<file path="config.mk">
export PLATFORM = sky130hd
export DESIGN_NAME = stbs_search_ctrl
export DESIGN_NICKNAME = d
export VERILOG_FILES = /design/src/hw/rtl/stbs_pkg.sv /design/src/hw/rtl/stbs_search_ctrl.sv
export SDC_FILE = /design/constraint.sdc
export NUM_CORES = 1
export LEC_CHECK = 0
export BUFFER_PORTS_ARGS = -buffer_cell sky130_fd_sc_hd__buf_2
export CORE_UTILIZATION = 56
export DETAILED_ROUTE_END_ITERATION = 8
export GPL_TIMING_DRIVEN = 0
export PLACE_DENSITY_LB_ADDON = 0.08
export SLEW_MARGIN = 10
export SYNTH_ARGS = -nofsm -noshare
export SYNTH_HDL_FRONTEND = slang
export SYNTH_SLANG_ARGS = --single-unit
export TNS_END_PERCENT = 100
</file>
<file path="constraint.sdc">
create_clock -name clk -period 5.25 [get_ports clk]
set_input_delay 1.05 -clock clk [delete_from_list [all_inputs] [get_ports clk]]
set_output_delay 1.05 -clock clk [all_outputs]
set_load 0.005 [all_outputs]
</file>
<file path="src/hw/rtl/stbs_pkg.sv">
// Shared types and constants for the sorted table binary search block.
package stbs_pkg;

	localparam int KEY_W  = 32;
	localparam int SLOT_W = 8;
	localparam int CNT_W  = 9;

	// Item operation codes
	localparam logic OP_WRITE  = 1'b0;
	localparam logic OP_SEARCH = 1'b1;

	typedef struct packed {
		logic                     op;
		logic [SLOT_W-1:0]        write_slot;
		logic signed [KEY_W-1:0]  key_value;
	} in_item_t;

	typedef struct packed {
		logic              found;
		logic [SLOT_W-1:0] match_slot;
	} out_item_t;

	// Key table port enables
	typedef struct packed {
		logic wr_en;
		logic rd_en;
	} mem_ctl_t;

endpackage

</file>
<file path="src/hw/rtl/stbs_search_ctrl.sv">
// Search sequencer: accepts items, drives the key table, holds the result register.
module stbs_search_ctrl #(
	parameter int DEPTH = 256,
	parameter int AW    = 8,
	parameter int CW    = 9
) (
	input  logic                          clk,
	input  logic                          arst_n,
	input  logic                          in_valid,
	output logic                          in_stall,
	input  stbs_pkg::in_item_t            in_data,
	output logic                          out_valid,
	input  logic                          out_stall,
	output stbs_pkg::out_item_t           out_data,
	input  logic [stbs_pkg::CNT_W-1:0]    entry_count,
	output stbs_pkg::mem_ctl_t            mem_ctl,
	output logic [AW-1:0]                 wr_addr,
	output logic [stbs_pkg::KEY_W-1:0]    wr_data,
	output logic [AW-1:0]                 rd_addr,
	input  logic [stbs_pkg::KEY_W-1:0]    rd_data
);
	import stbs_pkg::*;

	localparam logic [1:0] ST_IDLE  = 2'd0;
	localparam logic [1:0] ST_PROBE = 2'd1;
	localparam logic [1:0] ST_HOLD  = 2'd2;

	logic [1:0]              state_q, state_d;
	logic signed [KEY_W-1:0] key_q, key_d;
	logic [CW-1:0]           lo_q, lo_d;
	logic [CW-1:0]           hiex_q, hiex_d;
	logic [CW-1:0]           mid_q, mid_d;
	out_item_t               res_q, res_d;
	logic                    out_valid_q, out_valid_d;
	out_item_t               out_data_q, out_data_d;

	logic [CW-1:0]           count_c;
	logic                    accept_c;
	logic                    out_free_c;
	logic signed [KEY_W-1:0] probe_c;
	logic                    eq_c, gt_c;
	logic                    a_empty_c, b_empty_c;
	logic [CW-1:0]           a_mid_c, b_lo_c, b_mid_c, init_mid_c;
	logic                    fin_c;
	out_item_t               fin_res_c;

	// clamp the entry count to the table depth
	always_comb begin
		if (32'(entry_count) > 32'(DEPTH)) begin
			count_c = CW'(DEPTH);
		end else begin
			count_c = CW'(entry_count);
		end
	end

	assign in_stall   = (state_q != ST_IDLE);
	assign accept_c   = in_valid && !in_stall;
	assign out_free_c = !out_valid_q || !out_stall;

	// probe compare and both candidate next probes, computed side by side
	assign probe_c    = signed'(rd_data);
	assign eq_c       = (probe_c == key_q);
	assign gt_c       = (probe_c > key_q);
	assign a_empty_c  = (lo_q >= mid_q);
	assign a_mid_c    = lo_q + ((mid_q - CW'(1) - lo_q) >> 1);
	assign b_lo_c     = mid_q + CW'(1);
	assign b_empty_c  = (b_lo_c >= hiex_q);
	assign b_mid_c    = b_lo_c + ((hiex_q - CW'(1) - b_lo_c) >> 1);
	assign init_mid_c = (count_c - CW'(1)) >> 1;

	// sequencer
	always_comb begin
		state_d   = state_q;
		key_d     = key_q;
		lo_d      = lo_q;
		hiex_d    = hiex_q;
		mid_d     = mid_q;
		res_d     = res_q;
		fin_c     = 1'b0;
		fin_res_c = '0;
		mem_ctl   = '0;
		wr_addr   = AW'(in_data.write_slot);
		wr_data   = in_data.key_value;
		rd_addr   = mid_q[AW-1:0];

		unique case (state_q)
			ST_IDLE: begin
				if (accept_c) begin
					if (in_data.op == OP_WRITE) begin
						// out-of-range slots are dropped
						mem_ctl.wr_en = (32'(in_data.write_slot) < 32'(DEPTH));
					end else begin
						key_d = in_data.key_value;
						if (count_c == '0) begin
							fin_c = 1'b1;
						end else begin
							lo_d          = '0;
							hiex_d        = count_c;
							mid_d         = init_mid_c;
							mem_ctl.rd_en = 1'b1;
							rd_addr       = init_mid_c[AW-1:0];
							state_d       = ST_PROBE;
						end
					end
				end
			end
			ST_PROBE: begin
				if (eq_c) begin
					fin_c                = 1'b1;
					fin_res_c.found      = 1'b1;
					fin_res_c.match_slot = SLOT_W'(mid_q);
				end else if (gt_c) begin
					// continue in the lower half
					if (a_empty_c) begin
						fin_c = 1'b1;
					end else begin
						hiex_d        = mid_q;
						mid_d         = a_mid_c;
						mem_ctl.rd_en = 1'b1;
						rd_addr       = a_mid_c[AW-1:0];
					end
				end else begin
					// continue in the upper half
					if (b_empty_c) begin
						fin_c = 1'b1;
					end else begin
						lo_d          = b_lo_c;
						mid_d         = b_mid_c;
						mem_ctl.rd_en = 1'b1;
						rd_addr       = b_mid_c[AW-1:0];
					end
				end
			end
			ST_HOLD: begin
				if (out_free_c) begin
					state_d = ST_IDLE;
				end
			end
			default: begin
				state_d = ST_IDLE;
			end
		endcase

		// a finished search goes to the output register, or waits in HOLD
		if (fin_c) begin
			res_d   = fin_res_c;
			state_d = out_free_c ? ST_IDLE : ST_HOLD;
		end
	end

	// output register
	always_comb begin
		out_valid_d = out_valid_q;
		out_data_d  = out_data_q;
		if (out_valid_q && !out_stall) begin
			out_valid_d = 1'b0;
		end
		if (fin_c && out_free_c) begin
			out_valid_d = 1'b1;
			out_data_d  = fin_res_c;
		end else if (state_q == ST_HOLD && out_free_c) begin
			out_valid_d = 1'b1;
			out_data_d  = res_q;
		end
	end

	assign out_valid = out_valid_q;
	assign out_data  = out_data_q;

	// control state
	always_ff @(posedge clk or negedge arst_n) begin
		if (!arst_n) begin
			state_q     <= ST_IDLE;
			out_valid_q <= 1'b0;
		end else begin
			state_q     <= state_d;
			out_valid_q <= out_valid_d;
		end
	end

	// payload and search bounds
	always_ff @(posedge clk) begin
		key_q      <= key_d;
		lo_q       <= lo_d;
		hiex_q     <= hiex_d;
		mid_q      <= mid_d;
		res_q      <= res_d;
		out_data_q <= out_data_d;
	end

endmodule

</file>
==> impl_metrics.ini <==
[outcome]
status = finished clean

[timing]
setup_viol = 0
slew_viol_final = 0
max_slew_margin_pct = 35.5
period_minus_slack_ns = 5.20
fmax_mhz = 192
tightest_slew_ns = 0.968
grt_setup_unrepaired = yes
clock_skew_ns = 0.00642
hold_violations = 0
fin_crit_sh_pct = 99.0

[cells_and_area]
finalInstanceArea_um2 = 7990
final-instance-count-excl-fill = 1013
n_antenna_cell = 0
drive_above_1_share_pct = 28.7
nNetsFinal = 1039
layout_common_cells = 139 x buf_2, 87 x inv_1, 82 x ha_1, 77 x edfxtp_1, 53 x buf_4
fin_util_pct = 70.0
seqCellArea_um2 = 2390
n_fill_cell = 905
final_common_cell = buf_2
multi_input_area_um2 = 3620
areaGrowthSynthToFinish_pct = 22.0

[clocking]
cts_root_buf = clkbuf_16
clkLatencyLatePin_ns = 0.35
h-tree-depth = 3
clock_sinks = 80
cts_buffers = 9
cts_hold_repair.buffers = 0
cts_tree = yes
cts.path.max_buffers = 2
clk_pin_slew_ns = 0.07

[route]
num_vias = 5723
vias_per_cell = 5.65
drtAntennaViolNets = 0
drcViolationCount = 0
wl_um = 17400
dr.first_iter.drc_count = 535
first_pass_iters = 6
avgRoutedWirePerCell_um = 17.2

[min_path]
worstHoldPathType = in -> async

[placed_design]
dpl.hpwl_um = 13600
routabilityCongestion = 0.995
dp.cells = 986
io_buffers = 138
place_area_um2 = 7450

[floorplan]
die_area_um2 = 12100
num_rows = 39
core_um2 = 11400
ios = 147
chipHeight_um = 110
fp.dieW_um = 110
start_util_pct = 57.4

[yosys]
ys.flop_type = edfxtp_1
ys_async_sr_fraction_pct = 3.75
synth-seq-cells = 80
ys_seq_area_share_pct = 36.4
synth-edff-count = 77
avgSynthCellArea_um2 = 9.31
ys_types = 62
syn_inst = 704
yosysWarnings = 0
synth.net_count = 878
synth_area_um2 = 6550

[job]
max_cap_violations = 0

[global_route]
grt_overflow = 0
grt_pass1_vias = 5420
grt_pass1_wl_um = 26300
antenna_found_initial = 0
grt_start_max_net_pins = 33
grtUsageTotal_pct = 29.3

[critical_path]
path_max_fanout = 10
required_ns = 4.20
critical_path_arrival_ns = 4.15
startpoint_type = primary input
cp-end-kind = primary output
crit_type = in -> out
[layer usage]
metal / routed length, µm / up-vias / track usage, % / part of all wire, %
met5: 0 / - / 0 / 0
met4: 533 / 0 / 12.7 / 3.1
met3: 1360 / 43 / 4.00 / 7.8
met2: 8400 / 265 / 49.8 / 48
met1: 7110 / 2651 / 37.2 / 41
li1: - / 2764 / - / -
[kinds of logic (layout without fill, tap and decap cells)]
group / after synthesis / count (layout) / synth area share [%]
compound gates: 165 / 165 / 16.1
buf+inv: 143 / 309 / 10.6
flops: 80 / 80 / 36.4
fa+ha+maj: 88 / 88 / 17.3
simple gates: 188 / 188 / 14.2
mux: 4 / 4 / 0.649
xor+xnor: 36 / 36 / 4.81
[state kept, by name, indices dropped and copies added (netlist names)]
register	count
hiex_q	9
key_q	32
lo_q	9
mid_q	9
out_data	9
out_valid	1
res_q	9
state_q	2
[path summary, 6_finish.rpt]
check	startpoint	endpoint	slack (ns)	depth (start not counted)
setup / recovery	rd_data[31]	rd_addr[0]	0.05	12
hold / removal	arst_n	state_q[1]$_DFFE_PN0P_	0.48	1
setup reg to reg	mid_q[5]$_DFFE_PP_	out_data[2]$_DFFE_PP_	0.83	12
hold reg to reg	out_valid$_DFFE_PN0P_	out_valid$_DFFE_PN0P_	0.56	2
max in group asynchronous	arst_n	state_q[0]$_DFFE_PN0P_	4.66	1
min in group clk	out_valid$_DFFE_PN0P_	out_valid$_DFFE_PN0P_	0.56	2
[synth_stat cells, drive strengths merged, types with 7 or more instances]
library cell,count,area [µm²]
a21o,11,82.6
xnor2,25,219
nor2b,8,50.1
edfxtp,77,2310
clkbuf,12,45.0
buf,44,320
nand4,9,56.3
nand3,18,95.1
o21ai,37,185
o211ai,8,60.1
ha,84,1050
o21bai,8,60.1
o22ai,8,56.3
o21a,7,52.6
nand2b,8,50.1
xor2,11,96.3
inv,87,327
nand2,43,161
a21oi,54,270
nor2,54,203
nor3,13,65.1
[metrics by stage]
stage          setup TNS [ns]  setup WS (ns)  hold slack (ns)
2_1_floorplan               0          0.781            0.519
3_3_place_gp            -1.45         -0.483            0.519
3_5_place_dp           -0.274         -0.262            0.548
4_1_cts                     0        0.00499            0.477
5_1_grt                -0.128        -0.0690            0.481
6_report                    0         0.0514            0.480
[area by class of cell]
cell class,instances,area share [%]
Buffer,54,4.49
Sequential cell,80,29.9
Timing Repair Buffer,152,10.2
Tap cell,143,2.24
Multi-Input combinational cell,481,45.3
Inverter,87,4.09
Clock inverter,6,0.908
Clock buffer,10,2.99
[critical path, stage by stage]
cell	delay (ns)
buf_2	0.10
ha_1	0.34
nand4_1	0.19
nor4_2	0.42
and4_1	0.35
nand3_2	0.26
o31a_1	0.19
buf_4	0.18
o22ai_2	0.44
o22ai_1	0.16
o211ai_1	0.28
buf_2	0.17
[repair_timing]
action,CTS,global route
endpoints found under the setup margin,9,5
gates resized for setup,7,21
buffers inserted,7,6
endpoints found under the hold margin,0,0
pin swaps,4,8
gates cloned,0,0
Power is not shown: default switching activity piles up to over one toggle a cycle in this logic, so the estimate is an artifact.
